File: config.mk
export PLATFORM = sky130hd
export DESIGN_NAME = mwc_seed_search_flat
export DESIGN_NICKNAME = d
export VERILOG_FILES = /design/src/sv/mwc_pkg.sv /design/src/sv/mwc_req_if.sv /design/src/sv/mwc_rsp_if.sv /design/src/sv/mwc_seed_search.sv /design/src/flat_wrapper.sv
export VERILOG_INCLUDE_DIRS = /design/src /design/src/sv
export SDC_FILE = /design/constraint.sdc
export NUM_CORES = 2
export LEC_CHECK = 0
export BUFFER_PORTS_ARGS = -buffer_cell sky130_fd_sc_hd__buf_2
export CAP_MARGIN = 25
export CORE_MARGIN = 5
export CORE_UTILIZATION = 59
export CTS_CLUSTER_SIZE = 28
export DETAILED_ROUTE_END_ITERATION = 8
export PLACE_DENSITY_LB_ADDON = 0.05
export SLEW_MARGIN = 20
export SYNTH_ARGS = -nofsm -noshare
export SYNTH_HDL_FRONTEND = slang
export SYNTH_SLANG_ARGS = --single-unit
File: constraint.sdc
create_clock -name clock -period 14 [get_ports clock]
set_clock_uncertainty 0.1 [all_clocks]
set_input_delay 0.7 -clock clock [delete_from_list [all_inputs] [get_ports clock]]
set_output_delay 0.7 -clock clock [all_outputs]
set_load 0.01 [all_outputs]
File: src/sv/mwc_seed_search_defines.svh
// Assertion macros for the multiply-with-carry seed search block.
// Included by the top level; expects signals named clock and reset in scope.
`ifndef MWC_SEED_SEARCH_DEFINES_SVH
`define MWC_SEED_SEARCH_DEFINES_SVH

// same-cycle implication, off during reset
`define MWC_ASSERT_NOW(label, ante, cons, msg) \
   label: assert property (@(posedge clock) disable iff (reset) (ante) |-> (cons)) \
      else $error(msg);

// next-cycle implication, off during reset
`define MWC_ASSERT_NEXT(label, ante, cons, msg) \
   label: assert property (@(posedge clock) disable iff (reset) (ante) |=> (cons)) \
      else $error(msg);

`endif

File: src/sv/mwc_pkg.sv
// Constants and types of the multiply-with-carry seed search block.
// No dependencies; used by the top level.
`timescale 1ns / 1ps

package mwc_pkg;

   localparam logic [31:0] MWC_MUL         = 32'h6AC6_90C5;
   localparam logic [31:0] MWC_CARRY_RESET = 32'h0000_029A;

   // low word of floor(2^64 / MWC_MUL); the two bits above it are 2'b10
   localparam logic [31:0] MWC_RECIP_FRAC  = 32'(64'hFFFF_FFFF_FFFF_FFFF / 64'(MWC_MUL));

   function automatic logic [31:0] mwc_mul_inverse();
      logic [31:0] inv;
      inv = MWC_MUL;
      for (int k = 0; k < 5; k++) begin
         inv = inv * (32'd2 - MWC_MUL * inv);
      end
      return inv;
   endfunction

   localparam logic [31:0] MWC_INV = mwc_mul_inverse();

   typedef enum logic [3:0] {
      S_IDLE,
      S_EST_LO,
      S_REM_LO,
      S_EST_HI,
      S_REM_HI,
      S_WIN,
      S_INV,
      S_STEP1,
      S_STEP2,
      S_CHECK,
      S_DONE
   } mwc_state_type;

endpackage

File: src/sv/mwc_req_if.sv
// Request channel of the seed search: seed range and target carry.
// Valid/ready handshake; no package dependency.
`timescale 1ns / 1ps

interface mwc_req_if #(
   parameter int SEED_BITS = 31
) ();
   logic                 valid;
   logic                 ready;
   logic [SEED_BITS-1:0] range_low;
   logic [SEED_BITS-1:0] range_high;
   logic [31:0]          target;

   modport source (output valid, output range_low, output range_high, output target,
                   input ready);
   modport sink   (input valid, input range_low, input range_high, input target,
                   output ready);
endinterface

File: src/sv/mwc_rsp_if.sv
// Response channel of the seed search: found flag and smallest seed.
// Valid/ready handshake; no package dependency.
`timescale 1ns / 1ps

interface mwc_rsp_if #(
   parameter int SEED_BITS = 31
) ();
   logic                 valid;
   logic                 ready;
   logic                 found;
   logic [SEED_BITS-1:0] seed;

   modport source (output valid, output found, output seed, input ready);
   modport sink   (input valid, input found, input seed, output ready);
endinterface

File: src/sv/mwc_seed_search.sv
// Seed search top level; depends on mwc_pkg, the channel interfaces and the defines header.
// An empty range goes straight to the response; else reciprocal division, one window
// check, then up to five candidates (S_INV, S_STEP1, and S_STEP2 and S_CHECK if in
// range), all through one shared 32x32 multiply-add unit. One item at a time: the next
// is accepted in the cycle after the result loads; a waiting result holds the next.
// Synchronous active-high reset: idle, no response pending, carry back to 0x29A.
`timescale 1ns / 1ps
`include "mwc_seed_search_defines.svh"

module mwc_seed_search #(
   parameter int SEED_BITS = 31
) (
   input  logic        clock,
   input  logic        reset,
   mwc_req_if.sink     req_ch,
   mwc_rsp_if.source   rsp_ch,
   input  logic        csr_wr_en,
   input  logic [31:0] csr_wr_data
);
   import mwc_pkg::*;

   mwc_state_type        state_ff, state_in;
   logic [31:0]          carry_ff;
   logic                 rsp_valid_ff, rsp_valid_in;
   logic                 rsp_found_ff, rsp_found_in;
   logic [SEED_BITS-1:0] rsp_seed_ff, rsp_seed_in;

   logic [SEED_BITS-1:0] lo_ff, lo_in;
   logic [SEED_BITS-1:0] hi_ff, hi_in;
   logic [31:0]          t_ff, t_in;
   logic [33:0]          q_ff, q_in;
   logic [33:0]          v_ff, v_in;
   logic [31:0]          vhi_ff, vhi_in;
   logic [63:0]          prod_ff, prod_in;
   logic [31:0]          s_ff, s_in;
   logic                 found_ff, found_in;
   logic [SEED_BITS-1:0] best_ff, best_in;

   logic [31:0] mul_a, mul_b, mul_add;
   logic [63:0] mul_out;
   logic        est_hi;
   logic [31:0] est_a;
   logic [33:0] q_est;
   logic [31:0] rem;
   logic        rem_ge;
   logic [33:0] q_fix;
   logic [33:0] v_inc;
   logic        s_in_range;
   logic        accept;

   assign mul_out = 64'(mul_a) * 64'(mul_b) + 64'(mul_add);

   assign est_hi = (state_ff == S_EST_HI) || (state_ff == S_REM_HI);
   assign est_a  = est_hi ? t_ff + 32'd1 : t_ff - 32'd1;
   assign q_est  = {1'b0, est_a, 1'b0} + 34'(prod_ff[63:32]);
   assign rem    = 32'd0 - prod_ff[31:0];
   assign rem_ge = rem >= MWC_MUL;
   assign q_fix  = q_ff + 34'(rem_ge);

   assign v_inc      = v_ff + 34'd1;
   assign s_in_range = (prod_ff[31:0] >= 32'(lo_ff)) && (prod_ff[31:0] <= 32'(hi_ff));

   assign req_ch.ready = state_ff == S_IDLE;
   assign accept       = req_ch.valid && req_ch.ready;
   assign rsp_ch.valid = rsp_valid_ff;
   assign rsp_ch.found = rsp_found_ff;
   assign rsp_ch.seed  = rsp_seed_ff;

   always_comb begin
      state_in     = state_ff;
      rsp_valid_in = rsp_valid_ff && !rsp_ch.ready;
      rsp_found_in = rsp_found_ff;
      rsp_seed_in  = rsp_seed_ff;
      lo_in        = lo_ff;
      hi_in        = hi_ff;
      t_in         = t_ff;
      q_in         = q_ff;
      v_in         = v_ff;
      vhi_in       = vhi_ff;
      prod_in      = prod_ff;
      s_in         = s_ff;
      found_in     = found_ff;
      best_in      = best_ff;
      mul_a        = '0;
      mul_b        = '0;
      mul_add      = '0;

      unique case (state_ff)
         S_IDLE: begin
            if (accept) begin
               lo_in    = req_ch.range_low;
               hi_in    = req_ch.range_high;
               t_in     = req_ch.target;
               found_in = 1'b0;
               best_in  = '0;
               state_in = (req_ch.range_low > req_ch.range_high) ? S_DONE : S_EST_LO;
            end
         end
         S_EST_LO: begin
            mul_a    = est_a;
            mul_b    = MWC_RECIP_FRAC;
            prod_in  = mul_out;
            state_in = S_REM_LO;
         end
         S_REM_LO: begin
            q_in     = q_est;
            mul_a    = q_est[31:0];
            mul_b    = MWC_MUL;
            prod_in  = mul_out;
            state_in = S_EST_HI;
         end
         S_EST_HI: begin
            v_in     = (t_ff == 32'd0) ? 34'd0 : q_fix + 34'd1;
            mul_a    = est_a;
            mul_b    = MWC_RECIP_FRAC;
            prod_in  = mul_out;
            state_in = S_REM_HI;
         end
         S_REM_HI: begin
            q_in     = q_est;
            mul_a    = q_est[31:0];
            mul_b    = MWC_MUL;
            prod_in  = mul_out;
            state_in = S_WIN;
         end
         S_WIN: begin
            priority if (t_ff >= MWC_MUL) begin
               vhi_in = 32'hFFFF_FFFF;
            end else if (rem == 32'd0) begin
               vhi_in = q_ff[31:0] - 32'd1;
            end else if (rem > MWC_MUL) begin
               vhi_in = q_ff[31:0] + 32'd1;
            end else begin
               vhi_in = q_ff[31:0];
            end
            state_in = (v_ff > 34'(vhi_in)) ? S_DONE : S_INV;
         end
         S_INV: begin
            mul_a    = v_ff[31:0] - carry_ff;
            mul_b    = MWC_INV;
            prod_in  = mul_out;
            state_in = S_STEP1;
         end
         S_STEP1: begin
            s_in = prod_ff[31:0];
            if (s_in_range) begin
               mul_a    = prod_ff[31:0];
               mul_b    = MWC_MUL;
               mul_add  = carry_ff;
               prod_in  = mul_out;
               state_in = S_STEP2;
            end else begin
               v_in     = v_inc;
               state_in = (v_inc > 34'(vhi_ff)) ? S_DONE : S_INV;
            end
         end
         S_STEP2: begin
            mul_a    = prod_ff[31:0];
            mul_b    = MWC_MUL;
            mul_add  = prod_ff[63:32];
            prod_in  = mul_out;
            state_in = S_CHECK;
         end
         S_CHECK: begin
            if ((prod_ff[63:32] == t_ff) && (!found_ff || (s_ff < 32'(best_ff)))) begin
               found_in = 1'b1;
               best_in  = s_ff[SEED_BITS-1:0];
            end
            v_in     = v_inc;
            state_in = (v_inc > 34'(vhi_ff)) ? S_DONE : S_INV;
         end
         S_DONE: begin
            if (!rsp_valid_ff || rsp_ch.ready) begin
               rsp_valid_in = 1'b1;
               rsp_found_in = found_ff;
               rsp_seed_in  = found_ff ? best_ff : '0;
               state_in     = S_IDLE;
            end
         end
         default: begin
            state_in = S_IDLE;
         end
      endcase
   end

   always_ff @(posedge clock) begin
      if (reset) begin
         state_ff     <= S_IDLE;
         rsp_valid_ff <= 1'b0;
         carry_ff     <= MWC_CARRY_RESET;
      end else begin
         state_ff     <= state_in;
         rsp_valid_ff <= rsp_valid_in;
         if (csr_wr_en) begin
            carry_ff <= csr_wr_data;
         end
      end
   end

   always_ff @(posedge clock) begin
      rsp_found_ff <= rsp_found_in;
      rsp_seed_ff  <= rsp_seed_in;
      lo_ff        <= lo_in;
      hi_ff        <= hi_in;
      t_ff         <= t_in;
      q_ff         <= q_in;
      v_ff         <= v_in;
      vhi_ff       <= vhi_in;
      prod_ff      <= prod_in;
      s_ff         <= s_in;
      found_ff     <= found_in;
      best_ff      <= best_in;
   end

   `MWC_ASSERT_NOW(a_best_in_range, (state_ff == S_DONE) && found_ff,
      (best_ff >= lo_ff) && (best_ff <= hi_ff), "found seed outside the range")
   `MWC_ASSERT_NOW(a_miss_zero_seed, rsp_valid_ff && !rsp_found_ff,
      rsp_seed_ff == '0, "miss with nonzero seed")
   `MWC_ASSERT_NOW(a_cand_in_window, state_ff == S_INV,
      v_ff <= 34'(vhi_ff), "candidate past window end")
   `MWC_ASSERT_NEXT(a_accept_starts, accept,
      (state_ff == S_EST_LO) || (state_ff == S_DONE), "accepted item did not start")

endmodule
File: src/flat_wrapper.sv
// flat-port wrapper written by rule: the top's interface ports become plain ports
module mwc_seed_search_flat import mwc_pkg::*;
#(
   parameter int SEED_BITS = 31
)
  (clock, reset, csr_wr_en, csr_wr_data, req_ch_valid, req_ch_range_low, req_ch_range_high, req_ch_target, req_ch_ready, rsp_ch_valid, rsp_ch_found, rsp_ch_seed, rsp_ch_ready);
  mwc_req_if #(.SEED_BITS(SEED_BITS)) req_ch_i ();
  mwc_rsp_if #(.SEED_BITS(SEED_BITS)) rsp_ch_i ();
  input  logic clock;
  input  logic reset;
  input  logic csr_wr_en;
  input  logic [31:0] csr_wr_data;
  input wire logic [$bits(req_ch_i.valid)-1:0] req_ch_valid;
  input wire logic [$bits(req_ch_i.range_low)-1:0] req_ch_range_low;
  input wire logic [$bits(req_ch_i.range_high)-1:0] req_ch_range_high;
  input wire logic [$bits(req_ch_i.target)-1:0] req_ch_target;
  output wire logic [$bits(req_ch_i.ready)-1:0] req_ch_ready;
  output wire logic [$bits(rsp_ch_i.valid)-1:0] rsp_ch_valid;
  output wire logic [$bits(rsp_ch_i.found)-1:0] rsp_ch_found;
  output wire logic [$bits(rsp_ch_i.seed)-1:0] rsp_ch_seed;
  input wire logic [$bits(rsp_ch_i.ready)-1:0] rsp_ch_ready;
  assign req_ch_i.valid = req_ch_valid;
  assign req_ch_i.range_low = req_ch_range_low;
  assign req_ch_i.range_high = req_ch_range_high;
  assign req_ch_i.target = req_ch_target;
  assign req_ch_ready = req_ch_i.ready;
  assign rsp_ch_valid = rsp_ch_i.valid;
  assign rsp_ch_found = rsp_ch_i.found;
  assign rsp_ch_seed = rsp_ch_i.seed;
  assign rsp_ch_i.ready = rsp_ch_ready;
  mwc_seed_search #(.SEED_BITS(SEED_BITS)) u_core (.clock(clock), .reset(reset), .req_ch(req_ch_i), .rsp_ch(rsp_ch_i), .csr_wr_en(csr_wr_en), .csr_wr_data(csr_wr_data));
endmodule
==> results.tsv <==
stage	metric	value	unit
status	status	completed	
setup_path	crit_type	flop to flop	
setup_path	timing.rr.start	u_core.state_ff[1]	
clocking	cts_max_path_buffers	3	
setup_path	cp-end-kind	flop	
setup_path	slowest_stage	a2111oi_1	
setup_path	slowest_delay	750	ps
layout	drive_above_1_share	7.76	%
layout	finalNetCount	7600	
clocking	cts_resized	0	
detailed_routing	firstDrtPassIters	7	
global_routing	grt-busiest-layer	met2	
sta	fmax	0.0735	GHz
global_routing	grt_pass1_vias	45500	
logic_synthesis	ys_types	101	
clocking	clock-sinks	391	
logic_synthesis	yosys_warnings	0	
logic_synthesis	synthFlopType	edfxtp_1	
global_routing	antenna_found_initial	16	
sta	slew_headroom	22.3	%
placed_design	dpl_worst_slack	186	ps
clocking	cts_tree	done	
sta	slew_viol_final	0	
logic_synthesis	synth_compound_area_share	10.3	%
detailed_routing	drt_wl_total	213	mm
logic_synthesis	synthMuxAreaShare	0.763	%
logic_synthesis	syn-cell-area	56600	µm²
setup_path	crit_fanout	10	
clocking	cts_inserted_buffers	40	
floorplanning	die_h	320	µm
floorplanning	design.die.area	102000	µm²
sta	period_share	97.1	%
setup_path	rr_worst_depth	41	
clocking	clk_latency	600	ps
setup_path	worstReg2RegEnd	u_core.prod_ff[53]	
detailed_routing	drc	0	
floorplanning	ios	165	
global_routing	grt_max_degree	89	
logic_synthesis	synth_area_per_cell	9.71	µm²
setup_path	startpoint	u_core.state_ff[1]	
detailed_routing	num_vias	45300	
floorplanning	die_w	320	µm
global_routing	grtUsageMet1	56.8	%
floorplanning	rows	113	
logic_synthesis	synth_top_family_by_area	adder cells	
logic_synthesis	synthAdderAreaFrac	43.0	%
clocking	cts_hold_buf	0	
sta	hold_viol	0	
logic_synthesis	synthArstFlopShare	0	%
setup_path	r2r_slack	400	ps
logic_synthesis	ys_ff_latch	391	
sta	period_needed	13600	ps
clocking	htreeDepth	2	
flow_run	cap_violations	0	
detailed_routing	drt_iter0_drc	5562	
sta	setup_violations	0	
logic_synthesis	synth_simple_gate_area_share	11.1	%
sta	rsz0062_at_grt	false	
sta	fin_setup_tns	0	ps
logic_synthesis	ys_seq_area_share	20.1	%
setup_path	critPathRequiredTime	14180	ps
logic_synthesis	syn_inst	5827	
global_routing	gr-usage-met2	59.6	%
layout	fin_util	64.2	%
clocking	cts.reportedPaths.clkPinSlew	70	ps
clocking	root_buffer	clkbuf_16	
global_routing	grt-ovfl-total	0	
clocking	postCtsSetupRepairBufs	0	
worst_hold_path	hold_class	input pin to flop	
detailed_routing	wl_per_cell	29.1	µm
global_routing	track_usage	41.6	%
floorplanning	start_util	59.5	%
placed_design	dp_hpwl	182	mm
global_routing	grt_pass1_wl	310	mm
layout	nFillCells	8040	
global_routing	gr-usage-met3	13.9	%
setup_path	worstSetupEndpoint	u_core.prod_ff[53]	
detailed_routing	route.antenna.remaining_nets	0	
placed_design	routabilityCongestion	1.08	
placed_design	portBuffers	164	
setup_path	arrival	13780	ps
floorplanning	core_area	95000	µm²
logic_synthesis	yosys.area_share.xor_xnor	4.26	%
sta	tightest_slew	1160	ps
sta	finalWorstSetupSlack	402	ps
layout	area_growth	7.84	%
detailed_routing	avgViaCountPerCell	6.18	
logic_synthesis	synth_edf_count	354	
logic_synthesis	syn-num-nets	7400	
setup_path	start_kind	flop	
==> worst min-delay path by stage <==
stage,end,startpoint,depth (start not counted),slack [ps]
floorplan,u_core.s_ff[31],u_core.prod_ff[31],0,350
global placement,u_core.carry_ff[27],u_core.carry_ff[27],2,380
detailed placement,u_core.carry_ff[27],u_core.carry_ff[27],2,380
CTS,u_core.t_ff[27],req_ch_target[27],1,170
global route,u_core.t_ff[15],req_ch_target[15],1,170
finish,u_core.t_ff[27],req_ch_target[27],1,180
==> synthesized netlist by cell type (19+ instances only) <==
master | number | area [µm²]
nand2b_1 | 53 | 332
o21ai_0 | 173 | 866
ha_1 | 608 | 7610
or2_2 | 33 | 206
and3_1 | 55 | 344
xnor2_1 | 170 | 1490
xor2_1 | 105 | 920
a211oi_1 | 26 | 195
fa_1 | 834 | 16700
and2_1 | 119 | 744
nand3_1 | 97 | 485
o31ai_1 | 19 | 143
edfxtp_1 | 354 | 10600
nor2_1 | 271 | 1020
inv_1 | 1404 | 5270
or3_1 | 39 | 244
mux2i_1 | 42 | 420
o22ai_1 | 43 | 269
o21a_1 | 30 | 225
a21oi_1 | 217 | 1090
nor2b_1 | 26 | 163
nand4_1 | 80 | 500
clkbuf_1 | 142 | 533
nand2_1 | 274 | 1030
a31oi_1 | 29 | 181
nor3_1 | 73 | 365
nor4_1 | 40 | 250
o211ai_1 | 27 | 203
a21o_1 | 125 | 938
dfxtp_1 | 37 | 741
==> kinds of logic after synthesis <==
group,after synthesis
AO/OA/AOI/OAI,882
flip-flops,391
XOR/XNOR,275
buffers and inverters,1567
adder cells (fa/ha/maj),1442
AND/OR/NAND/NOR,1227
multiplexers,43
==> cell usage in the layout (no fill, tap or decap), types with 30 or more instances in the layout <==
master	count
xnor2_1	170
o22ai_1	43
a21o_1	125
a21oi_1	216
edfxtp_1	354
nand4_1	80
nand3_1	95
ha_1	608
and3_1	55
xor2_1	105
o21ai_0	167
nor2_1	266
inv_1	1403
buf_2	164
buf_4	151
nand2_1	274
nor3_1	70
or3_1	39
o21a_1	30
fa_1	834
or2_2	33
nand2b_1	53
clkbuf_16	41
mux2i_1	40
nor4_1	39
dfxtp_1	37
and2_1	118
==> per-layer routing <==
metal | up-vias | wire (µm)
li1 | 19400 | -
met1 | 22300 | 82400
met2 | 2928 | 87900
met3 | 675 | 28300
met4 | 12 | 14800
met5 | - | 73
==> worst max-delay path: cells and delay by family, from the launching register on <==
family / cells / cell delay [ps]
flops: 1 / 480
buf+inv: 7 / 520
fa+ha+maj: 11 / 5100
simple gates: 11 / 3650
compound gates: 8 / 2320
xor+xnor: 4 / 1100
==> metrics by stage <==
stage,hold WS [ps],cells,instance area [µm²]
after floorplan,350,5827,56600
after global placement,377,7246,59500
after detailed placement,383,7247,59600
after CTS,168,7321,60900
after global routing,169,7325,61000
final,184,7330,61000
==> registers in the layout, summed over array words and instances (netlist names), 32 cells and up <==
name	flops
u_core.v_ff	34
u_core.t_ff	32
u_core.carry_ff	32
u_core.q_ff	34
u_core.prod_ff	64
u_core.vhi_ff	32
u_core.s_ff	32
==> layout make-up <==
cell class	count	area, µm²	area share (%)
multi-input combinational	3869	39400	64.6
sequential	391	11400	18.6
inverter	1406	5280	8.65
timing repair buffer	319	2020	3.31
tap	1265	1580	2.60
clock buffer	47	1070	1.75
clock inverter	27	250	0.410
antenna	6	15.0	0.0246
Power is left out: the tool's default activity adds up to more than one toggle a clock period on the data nets, which glitch-free logic cannot reach.
